$ cat src/rtl/core/scm_pkg.sv
// Shared types and constants of the stereo correlation meter.
package scm_pkg;

    localparam int COEFF_W             = 25;
    localparam int FILT_W              = 32;
    localparam int AVG_W               = 48;
    localparam int CORR_W              = 16;
    localparam int PROD_SHIFT          = 16;
    localparam int HALF_W              = 24;
    localparam int ACC_W               = 96;
    localparam int CMP_W               = 127;
    localparam int LIN_W               = 112;
    localparam int ROOT_W              = 17;
    localparam int WIDE_W              = 80;
    localparam int DEF_SAMPLE_BITS     = 16;
    localparam int DEF_COEFF_FRAC_BITS = 24;
    localparam int APB_ADDR_W          = 3;
    localparam int APB_DATA_W          = 32;

    localparam logic [COEFF_W-1:0] LOWPASS_RESET = 25'd4392269;
    localparam logic [COEFF_W-1:0] FALLOFF_RESET = 25'd2330;

    localparam logic [APB_ADDR_W-1:0] ADDR_LOWPASS = 3'd0;
    localparam logic [APB_ADDR_W-1:0] ADDR_FALLOFF = 3'd4;

    typedef struct packed {
        logic [COEFF_W-1:0] lowpass;
        logic [COEFF_W-1:0] falloff;
    } t_coeffs;

    typedef enum logic [4:0] {
        S_IDLE, S_LP_L, S_LP_R, S_PX, S_PL, S_PR,
        S_AX_H, S_AX_L, S_AL_H, S_AL_L, S_AR_H, S_AR_L,
        S_P0, S_P1, S_P2, S_P3, S_C0, S_C1, S_C2, S_C3,
        S_FULL, S_SA, S_SB, S_DONE
    } t_state;

endpackage

$ cat src/rtl/core/scm_front.sv
// Input stage: accepts sample pairs into a two-entry queue.
module scm_front #(
    parameter int SAMPLE_BITS = scm_pkg::DEF_SAMPLE_BITS
) (
    input  logic                    i_clk,
    input  logic                    i_rst_n,
    input  logic                    i_valid,
    output logic                    o_ready,
    input  logic [2*SAMPLE_BITS:0]  i_data,
    output logic                    o_valid,
    input  logic                    i_ready,
    output logic [2*SAMPLE_BITS:0]  o_data
);
    import scm_pkg::*;

    logic [2*SAMPLE_BITS:0] r_mem [2];
    logic                   r_wptr;
    logic                   r_rptr;
    logic [1:0]             r_count;
    logic                   push;
    logic                   pop;

    assign o_ready = (r_count != 2'd2);
    assign o_valid = (r_count != 2'd0);
    assign push    = i_valid & o_ready;
    assign pop     = o_valid & i_ready;
    assign o_data  = r_mem[r_rptr];

    always_ff @(posedge i_clk) begin
        if (push) begin
            r_mem[r_wptr] <= i_data;
        end
    end

    always_ff @(posedge i_clk) begin
        if (!i_rst_n) begin
            r_wptr  <= 1'b0;
            r_rptr  <= 1'b0;
            r_count <= 2'd0;
        end else begin
            if (push) begin
                r_wptr <= ~r_wptr;
            end
            if (pop) begin
                r_rptr <= ~r_rptr;
            end
            r_count <= r_count + 2'(push) - 2'(pop);
        end
    end

endmodule

$ cat config.mk
export PLATFORM = sky130hd
export DESIGN_NAME = scm_front
export DESIGN_NICKNAME = d
export VERILOG_FILES = /design/src/rtl/core/scm_pkg.sv /design/src/rtl/core/scm_front.sv
export SDC_FILE = /design/constraint.sdc
export NUM_CORES = 1
export LEC_CHECK = 0
export BUFFER_PORTS_ARGS = -buffer_cell sky130_fd_sc_hd__clkbuf_2
export CORE_MARGIN = 2
export CORE_UTILIZATION = 48
export DETAILED_ROUTE_END_ITERATION = 12
export HOLD_SLACK_MARGIN = 0.03
export PLACE_DENSITY_LB_ADDON = 0.05
export SYNTH_ARGS = -nofsm -noshare
export SYNTH_HDL_FRONTEND = slang
export SYNTH_SLANG_ARGS = --single-unit
$ cat constraint.sdc
create_clock -name i_clk -period 3.4 [get_ports i_clk]
set_clock_uncertainty 0.2 [all_clocks]
set_input_delay 0.17 -clock i_clk [delete_from_list [all_inputs] [get_ports i_clk]]
set_output_delay 0.17 -clock i_clk [all_outputs]
set_load 0.02 [all_outputs]
### Yosys cells after proc, flatten, opt, wreduce, memory -nomap -nowiden

Memories as Yosys holds them, arrays and structs flattened. A register that Yosys moved wholly into a read port is not among the register bits.
Cells that the tools add are included.
W data, S select, Z words.

* add/sub/neg operators: 2
* eq/ne operators: 1
* muxes and demuxes: 4
* bitwise gates (word level): 4
* reductions and logical operators: 1

Operator list (number)
* $mux W1: 4
* $add A2 B1 Y2: 1
* $and A1 B1 Y1: 2
* $ne A2 B2 Y1 const B: 1
* $not A1 Y1: 2
* $reduce_bool A2 Y1: 1
* $sub A2 B1 Y2: 1

* flip-flop bits (word level): 4
* memory bits (writable): 66
* output and inout port bits: 35
* memories kept: 1

Memories
* r_mem: words 2, width 33, rd ports 1, clocked after memory_dff 1, wr ports 1, RTL line scm_front.sv:16 `logic [2*SAMPLE_BITS:0] r_mem [2];`

### Logic depth before layout (Yosys ltp)

* depth in word-level cells: 4
* depth in mapped cells: 8
* mapped depth without buffers: 8

### Worst setup path after synthesis

No wires, ideal clock.

* path type: reg2reg
* start point: reg r_count[0]
* end point: mem r_mem[0][0] (netlist name) (enable)
* arrival time: 2.153 ns
* required time: 2.777 ns
* slack: 0.624 ns
* cell stages (with the launch flop): 4
* buffers on the path: 0
* clock period less this slack: 2.776 ns
* path through: dfxtp_1 nand2b_1 nand2_1 nor2_1

* longest elaborated chain between the ends: 4

Ends and longest elaborated chain
* start: declaration: RTL line scm_front.sv:19 `logic [1:0] r_count;`
* start signal: assignment: RTL line scm_front.sv:47 `r_count <= r_count + 2'(push) - 2'(pop);`
* $ne A2 B2 Y1: RTL line scm_front.sv:23 `assign o_ready = (r_count != 2'd2);`
* named net o_ready: RTL line scm_front.sv:8 `output logic o_ready,`
* $and A1 B1 Y1: RTL line scm_front.sv:25 `assign push = i_valid & o_ready;`
* $mux W1: RTL line scm_front.sv:30 `if (push) begin`
* $mux W1 (not written as such): RTL line scm_front.sv:31 `r_mem[r_wptr] <= i_data;`
* end: declaration: RTL line scm_front.sv:16

The timed path passes the listed nets, and every way through them passes these cells.

==> flow_metrics.tcl <==
set metrics [dict create \
    max_stage_delay_ps 1070 \
    dieArea_um2 6400 \
    place_congestion 0.631 \
    layout_setup_ws_ps 1060 \
    critPathMaxFanout 33 \
    area_growth_pct 31.8 \
    cp_slowest_cell "dfxtp_2" \
    cts_buffer_depth 2 \
    final_cell_mix "clkbuf_2, edfxtp_1, dlygate4sd3_1" \
    dp.cells 266 \
    wl_per_cell_um 14.2 \
    rsz0062_at_grt "false" \
    ir_worst_vdd_v 0.000454 \
    cts_buffers 9 \
    die-height_um 80 \
    grtUsageTotal 0.154 \
    drt_first_pass_iters 4 \
    layoutNonFillerInstCount 316 \
    netlist_instances 127 \
    avgViaCountPerCell 4.73 \
    start_kind "flip-flop" \
    dp.final_hpwl_mm 2.77 \
    antenna_found_initial 0 \
    cp-end-kind "output pin" \
    final_common_cell "clkbuf_2" \
    die_x_um 80 \
    synth_area_um2 2770 \
    slew_headroom 0.258 \
    n_antenna_cell 0 \
    fin_util 0.659 \
    worstSkewPairLatency_ps 320 \
    cap_violations 0 \
    antenna_left 0 \
    fmax_ghz 0.427 \
    min_from "i_ready" \
    h-tree-depth 3 \
    postCtsSetupRepairBufs 0 \
    final_area_um2 3650 \
    setup_tns_ps 0 \
    drive_above_1_share 0.484 \
    p_leak_uw 0.00147 \
    syn_area_per_cell_um2 21.8 \
    grt_overflow 0 \
    path_clk_slew_ps 60 \
    drc 0 \
    grt_pass1_vias 1585 \
    portBuffers 71 \
    boundaryPins 72 \
    synth_nets 166 \
    finalSetupViolCount 0 \
    drv_slew 0 \
    core_area_um2 5540 \
    crit_end "o_data[0]" \
    vias 1494 \
    reg2reg_from "r_count[0]" \
    ys_warn_count 0 \
    clock-sinks 71 \
    drt_iter0_markers 92 \
    critPathRequiredTime_ps 3030 \
    cts_tree "yes" \
    cts_root_buf "clkbuf_8" \
    finish.net_count 279 \
    start_util 0.500 \
    status "complete, no violations" \
    drt_wl_total_mm 4.47 \
    grt_first_pass_wirelength_mm 7.11 \
    reg2regPathDepth 3 \
    ys_seq_area_frac 0.751 \
    tightest_slew_ps 1110 \
    place_ws_ps 1350 \
    pwr_density_cell_nw_per_um2 672 \
    grt_max_degree 34 \
    min_path_type "in -> reg" \
    path_cells "mux2_2, clkbuf_2" \
    yosys.cell_types.count 18 \
    ys_ff_latch 71 \
    fin_crit_sh 0.688 \
    worstReg2RegEnd "r_mem[0][3]" \
    post_dp_cell_area_um2 3160 \
    num_rows 27 \
    crit_type "reg -> out" \
    period_minus_slack_ps 2340 \
    timing.reg2reg.setup_slack_ps 1360 \
    hold_viol 0 \
    arrival_ps 1970 \
]
worst max-delay path: cells and delay by family, from the launching register on:
kind	cells	cell delay, ps
flip-flops	1	1070
buffers and inverters	1	150
multiplexers	1	420
kinds of logic after synthesis:
logic type	count (synthesis)	synth area share
simple gates	11	0.0221
buf+inv	5	0.0271
fa+ha+maj	2	0.00902
xor+xnor	3	0.00948
mux	34	0.178
flops	71	0.751
compound gates	1	0.00316
state kept, by name (all words and copies together) (netlist names), named ones only:
register  flops
r_wptr        1
r_mem        66
r_count       2
r_rptr        1
repair_timing:
action,in CTS,in global routing
resized for setup,0,0
hold buffers,35,0
endpoints found under the hold margin,71,0
how the worst min path moves through the flow:
stage / end / slack, ps / cells past startpoint
floorplan: r_mem[0][0] / 70 / 0
global placement: r_mem[1][25] / 160 / 1
detailed placement: r_mem[0][18] / 160 / 1
CTS: r_rptr / 70 / 4
global route: flip-flop / 120 / 4
finish: r_rptr / 90 / 4
cell type report:
cell class | instances | area, um2
clock inverter | 3 | 11.3
inverter | 1 | 3.75
fill | 411 | 1890
tap | 72 | 90.1
sequential | 71 | 2080
multi-input combinational | 51 | 624
timing repair buffer | 106 | 706
clock buffer | 12 | 135
power breakdown:
| group | internal [uW] | leakage, uW | total [uW] | switching [uW] |
|---|---|---|---|---|
| logic | 368 | 0.000734 | 727 | 359 |
| clock network | 254 | 0.0000730 | 518 | 264 |
| registers | 1100 | 0.000658 | 1210 | 108 |
stage by stage:
stage               power, uW  hold WS (ps)
floorplan                1770          68.9
global placement         1910           160
detailed placement       1930           163
CTS                      2490          69.2
global route             2580           120
finish                   2460          88.0
Yosys cell counts (all sizes together):
library cell,number,area [um2]
edfxtp,66,1980
mux2,33,484
dfxtp,5,100
buf,4,71.3
xnor2,3,26.3
and2,2,12.5
ha,2,25.0
nand2,2,7.51
nand2b,2,12.5
nor2b,2,12.5
and3,1,6.26
inv,1,3.75
mux2i,1,10.0
nor2,1,3.75
o21a,1,8.76
or2,1,6.26
metal layers:
layer | vias to the layer above | GRT usage | share of wire
li1 | 718 | - | -
met1 | 723 | 0.173 | 0.40
met2 | 46 | 0.261 | 0.53
met3 | 7 | 0.0532 | 0.057
met4 | 0 | 0.0712 | 0.015
met5 | - | 0 | 0
(Power assumes the default switching activity.)
