File: config.mk
export PLATFORM = sky130hd
export DESIGN_NAME = scm_cfg
export DESIGN_NICKNAME = d
export VERILOG_FILES = /design/src/rtl/core/scm_pkg.sv /design/src/rtl/core/scm_cfg.sv
export SDC_FILE = /design/constraint.sdc
export NUM_CORES = 1
export LEC_CHECK = 0
export BUFFER_PORTS_ARGS = -buffer_cell sky130_fd_sc_hd__buf_2
export CAP_MARGIN = 20
export CORE_MARGIN = 5
export CORE_UTILIZATION = 44
export CTS_BUF_LIST = sky130_fd_sc_hd__clkbuf_16
export CTS_CLUSTER_DIAMETER = 150
export CTS_CLUSTER_SIZE = 20
export DETAILED_ROUTE_END_ITERATION = 8
export PLACE_DENSITY = 0.78
export RECOVER_POWER = 25
export SYNTH_ARGS = -nofsm -noshare
export SYNTH_HDL_FRONTEND = slang
export SYNTH_SLANG_ARGS = --single-unit
File: constraint.sdc
create_clock -name i_clk -period 1.4 [get_ports i_clk]
set_input_delay 0.28 -clock i_clk [delete_from_list [all_inputs] [get_ports i_clk]]
set_output_delay 0.28 -clock i_clk [all_outputs]
set_load 0.02 [all_outputs]
File: src/rtl/core/scm_pkg.sv
// Shared types and constants of the stereo correlation meter.
package scm_pkg;

    localparam int COEFF_W             = 25;
    localparam int FILT_W              = 32;
    localparam int AVG_W               = 48;
    localparam int CORR_W              = 16;
    localparam int PROD_SHIFT          = 16;
    localparam int HALF_W              = 24;
    localparam int ACC_W               = 96;
    localparam int CMP_W               = 127;
    localparam int LIN_W               = 112;
    localparam int ROOT_W              = 17;
    localparam int WIDE_W              = 80;
    localparam int DEF_SAMPLE_BITS     = 16;
    localparam int DEF_COEFF_FRAC_BITS = 24;
    localparam int APB_ADDR_W          = 3;
    localparam int APB_DATA_W          = 32;

    localparam logic [COEFF_W-1:0] LOWPASS_RESET = 25'd4392269;
    localparam logic [COEFF_W-1:0] FALLOFF_RESET = 25'd2330;

    localparam logic [APB_ADDR_W-1:0] ADDR_LOWPASS = 3'd0;
    localparam logic [APB_ADDR_W-1:0] ADDR_FALLOFF = 3'd4;

    typedef struct packed {
        logic [COEFF_W-1:0] lowpass;
        logic [COEFF_W-1:0] falloff;
    } t_coeffs;

    typedef enum logic [4:0] {
        S_IDLE, S_LP_L, S_LP_R, S_PX, S_PL, S_PR,
        S_AX_H, S_AX_L, S_AL_H, S_AL_L, S_AR_H, S_AR_L,
        S_P0, S_P1, S_P2, S_P3, S_C0, S_C1, S_C2, S_C3,
        S_FULL, S_SA, S_SB, S_DONE
    } t_state;

endpackage

File: src/rtl/core/scm_cfg.sv
// Coefficient registers behind the APB configuration port.
module scm_cfg (
    input  logic                              i_clk,
    input  logic                              i_rst_n,
    input  logic                              psel,
    input  logic                              penable,
    input  logic                              pwrite,
    input  logic [scm_pkg::APB_ADDR_W-1:0]    paddr,
    input  logic [scm_pkg::APB_DATA_W-1:0]    pwdata,
    output logic [scm_pkg::APB_DATA_W-1:0]    prdata,
    output logic                              pready,
    output scm_pkg::t_coeffs                  o_coeffs
);
    import scm_pkg::*;

    logic [COEFF_W-1:0] r_lowpass;
    logic [COEFF_W-1:0] r_falloff;
    logic               wr_en;

    assign pready = 1'b1;
    assign wr_en  = psel & penable & pwrite;

    always_ff @(posedge i_clk) begin
        if (!i_rst_n) begin
            r_lowpass <= LOWPASS_RESET;
            r_falloff <= FALLOFF_RESET;
        end else if (wr_en) begin
            if (paddr == ADDR_LOWPASS) begin
                r_lowpass <= pwdata[COEFF_W-1:0];
            end
            if (paddr == ADDR_FALLOFF) begin
                r_falloff <= pwdata[COEFF_W-1:0];
            end
        end
    end

    always_comb begin
        prdata = '0;
        if (paddr == ADDR_LOWPASS) begin
            prdata = APB_DATA_W'(r_lowpass);
        end else if (paddr == ADDR_FALLOFF) begin
            prdata = APB_DATA_W'(r_falloff);
        end
    end

    assign o_coeffs.lowpass = r_lowpass;
    assign o_coeffs.falloff = r_falloff;

endmodule

; ---- Word level (Yosys, flattened, before mapping)
; Index checks and enable logic that the tools add are counted.
[totals]
ff_bits = 50
input_bits = 40
out_inout_bits = 83
word_cells = 10
[op_classes]
n_reduce_logical = 3
mux = 2
n_eq_ne = 1
bitwise_logic = 2
[op_table]
columns = operator, n
row1 = 25-bit 2-to-1 mux, 2
row2 = 2-bit AND reduction, 2
row3 = 3-bit == test (second input constant), 1
row4 = 3-bit zero test, 1
row5 = 1-bit bitwise AND, 2

; ---- Depth between registers and ports, before layout
[logic_depth]
word_depth = 3
mapped_depth = 5
depth_no_buf = 3

; ---- Least setup slack after synthesis
; OpenSTA, ideal clock, no wires.
[synth_timing]
path_type = input-to-output
startpoint = input paddr[2] (netlist name)
endpoint = output prdata[10] (netlist name)
arrival_time_ns = 1.178
path_buffers = 1
path_slack_ns = -0.058
t_required_ns = 1.120
path_stages = 3
path_cell_list = nor3_2 -> clkbuf_1 -> a22o_1
[synth_between]
elab_chain_len = 3
elab_cells_between_ends = 4
classes_between = 1 x eq/ne / 2 x mux / 1 x reduce/logical
[synth_rtl]
columns = item, line_no
row1 = from (decl), scm_cfg.sv:8  ; input logic [scm_pkg::APB_ADDR_W-1:0] paddr,
row2 = 3-bit == test, scm_cfg.sv:41  ; end else if (paddr == ADDR_FALLOFF) begin
row3 = 25-bit 2-to-1 mux, scm_cfg.sv:41
row4 = 25-bit 2-to-1 mux *, scm_cfg.sv:39  ; if (paddr == ADDR_LOWPASS) begin
row5 = to (decl), scm_cfg.sv:10  ; output logic [scm_pkg::APB_DATA_W-1:0] prdata,
; Every way passes the cells marked *; elsewhere a longest branch is shown, timed or not.

; ---- Final worst setup path
[layout_timing]
startpoint = input paddr[1] (netlist name)
endpoint = output prdata[10] (netlist name)
; Same word-level chain as after synthesis.

==> reports/qor.yml <==
drv_cap: 0
crit_top_cell: "buf_6"
synthTopCellsByArea: "dfxtp_1, mux2i_1, nand2_1"
initial_utilization: 0.450
min_period_over_period: 1.00
netlist-cell-type-count: 19
root_buffer: "clkbuf_16"
design.die.area_um2: 6740
avgRoutedWirePerCell_um: 14.7
crit_required_ps: 1120
leakagePower_nw: 1.55
dp_hpwl_um: 4500
cp.buffers_inverters: 3
antenna_found_initial: 0
fp.dieH_um: 82.1
first_global_vias: 2031
endpoint_kind: "output port"
fillers: 464
grt_use_total: 0.182
dr.pass1.iters: 4
syn-cell-area_um2: 2290
clkSlewWorstSetupHoldPaths_ps: 60
setup_ws_ps: -4.73
critPathArrivalTime_ps: 1120
multi_input_area_um2: 1110
yosysSeqAreaShare: 0.438
layoutNonFillerInstCount: 431
grt_max_degree: 74
cp_top_family: "buffers and inverters"
avgSynthCellArea_um2: 9.18
synth_top_area_frac: 0.438
worstSkewPairLatency_ps: 280
ctsHoldBuffers: 0
postLayoutCoreUtil: 0.635
cts_max_path_buffers: 2
io_pins: 123
min_period_ps: 1400
crit_chain: "buf_8 -> nor3b_4 -> buf_6 -> a22o_1 -> buf_6"
drtAntennaViolNets: 0
status: "finished with violations"
yosysWarningCount: 0
seqCellArea_um2: 1000
drive_gt1_frac: 0.368
fin_skew_ps: 0
drt_iter0_drc: 77
cts_tree: "yes"
synth_area_leader_cell: "dfxtp_1"
gp_congestion: 0.706
violations: "negative setup slack"
critPathKind: "in2out"
finalMaxSlewViolations: 0
hold_violations: 0
dp.cells: 423
n_antenna_cell: 0
overflow: 0
critPathSlowestCell: "nor3b_4"
synthCells: 249
setup_viol: 1
vias: 2185
worstHoldPathType: "in2reg"
max-vdd-ir-drop_mv: 0.525
max_freq_mhz: 712
htree_levels: 2
cp_slowest_stage_delay_ps: 230
io_buffers: 107
die_w_um: 82.1
core-area_um2: 5070
nNetsFinal: 400
rsz0062_at_grt: "true"
cts-buffers-inserted: 5
area_growth_pct: 41.1
ys_ff_latch: 50
startpoint_type: "input pin"
wirelength_um: 6320
cp_max_fo: 14
rows: 26
vias_per_cell: 5.07
power_density_nw_per_um2: 912
drc: 0
clock-sinks: 50
grt_pass1_wl_um: 9450
[stage by stage]
stage / setup slack [ps] / area (µm²) / hold WS [ps] / power [mW] / setup TNS (ps)
after floorplan: -58.3 / 2310 / 422 / 1.67 / -1170
after global placement: -54.2 / 2970 / 455 / 1.79 / -727
after detailed placement: -76.8 / 2970 / 466 / 1.79 / -1500
after CTS: -23.1 / 3170 / 244 / 2.96 / -271
after global routing: -66.2 / 3220 / 249 / 3.07 / -760
final: -4.73 / 3220 / 249 / 2.94 / -4.73
[area by class of cell]
cell class              instances  share of cell area
clock buffers                   5              0.0388
clock inverters                 3             0.00504
inverters                      12              0.0140
multi-input cells             166               0.344
flip-flops and latches         50               0.310
well taps                      70              0.0272
repair buffers                125               0.260
[cells in the mapped netlist, drive strengths merged]
master and count:
a22o 25, and4bb 1, buf 16, clkbuf 11
conb 2, dfxtp 50, inv 12, mux2i 36
nand2 60, nand2b 2, nand3 1, nand4bb 1
nor2 2, nor3 1, nor3b 1, o211ai 14
o21ai 14
[report_power, final]
part           leakage [nW]  internal, mW  total [mW]  switching, mW
Sequential            0.404          1.44        1.44        0.00949
Clock                0.0672         0.652        1.16          0.503
Combinational          1.08         0.144       0.341          0.196
[timing repair]
item / in CTS / in global routing
pin swaps: 1 / 0
gates resized for setup: 17 / 39
setup buffers: 0 / 0
endpoints found under the setup margin: 25 / 25
[worst paths after layout]
path / endpoint / from / slack (ps) / cells after the start
worst max-delay path: prdata[10] / paddr[1] / -5 / 5
worst min-delay path: r_falloff[17] / pwdata[17] / 250 / 3
worst max register to register: r_falloff[8] / r_falloff[8] / 760 / 2
worst min register to register: r_falloff[2] / r_falloff[2] / 470 / 2
[routing by layer]
metal,vias up,global-route usage,part of all wire
met5,-,0,0
met4,0,0.0615,0.017
met3,12,0.0471,0.066
met2,81,0.318,0.50
met1,1032,0.216,0.41
li1,1060,-,-
[sequential cells by signal (all words and copies together) (netlist names)]
| register | cells |
|---|---|
| r_lowpass | 25 |
| r_falloff | 25 |
[worst min-delay path: cells and delay by family]
| kind | cells | cell delay [ps] |
|---|---|---|
| buf+inv | 1 | 100 |
| mux | 1 | 60 |
| simple gates | 1 | 50 |
[kinds of logic (layout without fill, tap and decap cells)]
logic type      Yosys count  in the layout  share of synthesized area
simple gates             69             69                      0.141
compound gates           53             53                      0.172
flops                    50             50                      0.438
buf+inv                  39            145                     0.0876
mux                      36             36                      0.158
other cells               2              8                    0.00329
[layout by cell type (no fill, tap or decap), drive strengths merged]
cell type  instances
nand4bb            1
clkbuf            11
and4bb             1
o21ai             14
clkinv             2
mux2i             36
dfxtp             50
buf              119
conb               8
a22o              25
nor2               2
inv               12
nor3               1
nand3              1
nor3b              1
nand2             60
nand2b             2
clkinvlp           1
o211ai            14
Power figures use the tool's default switching activity.
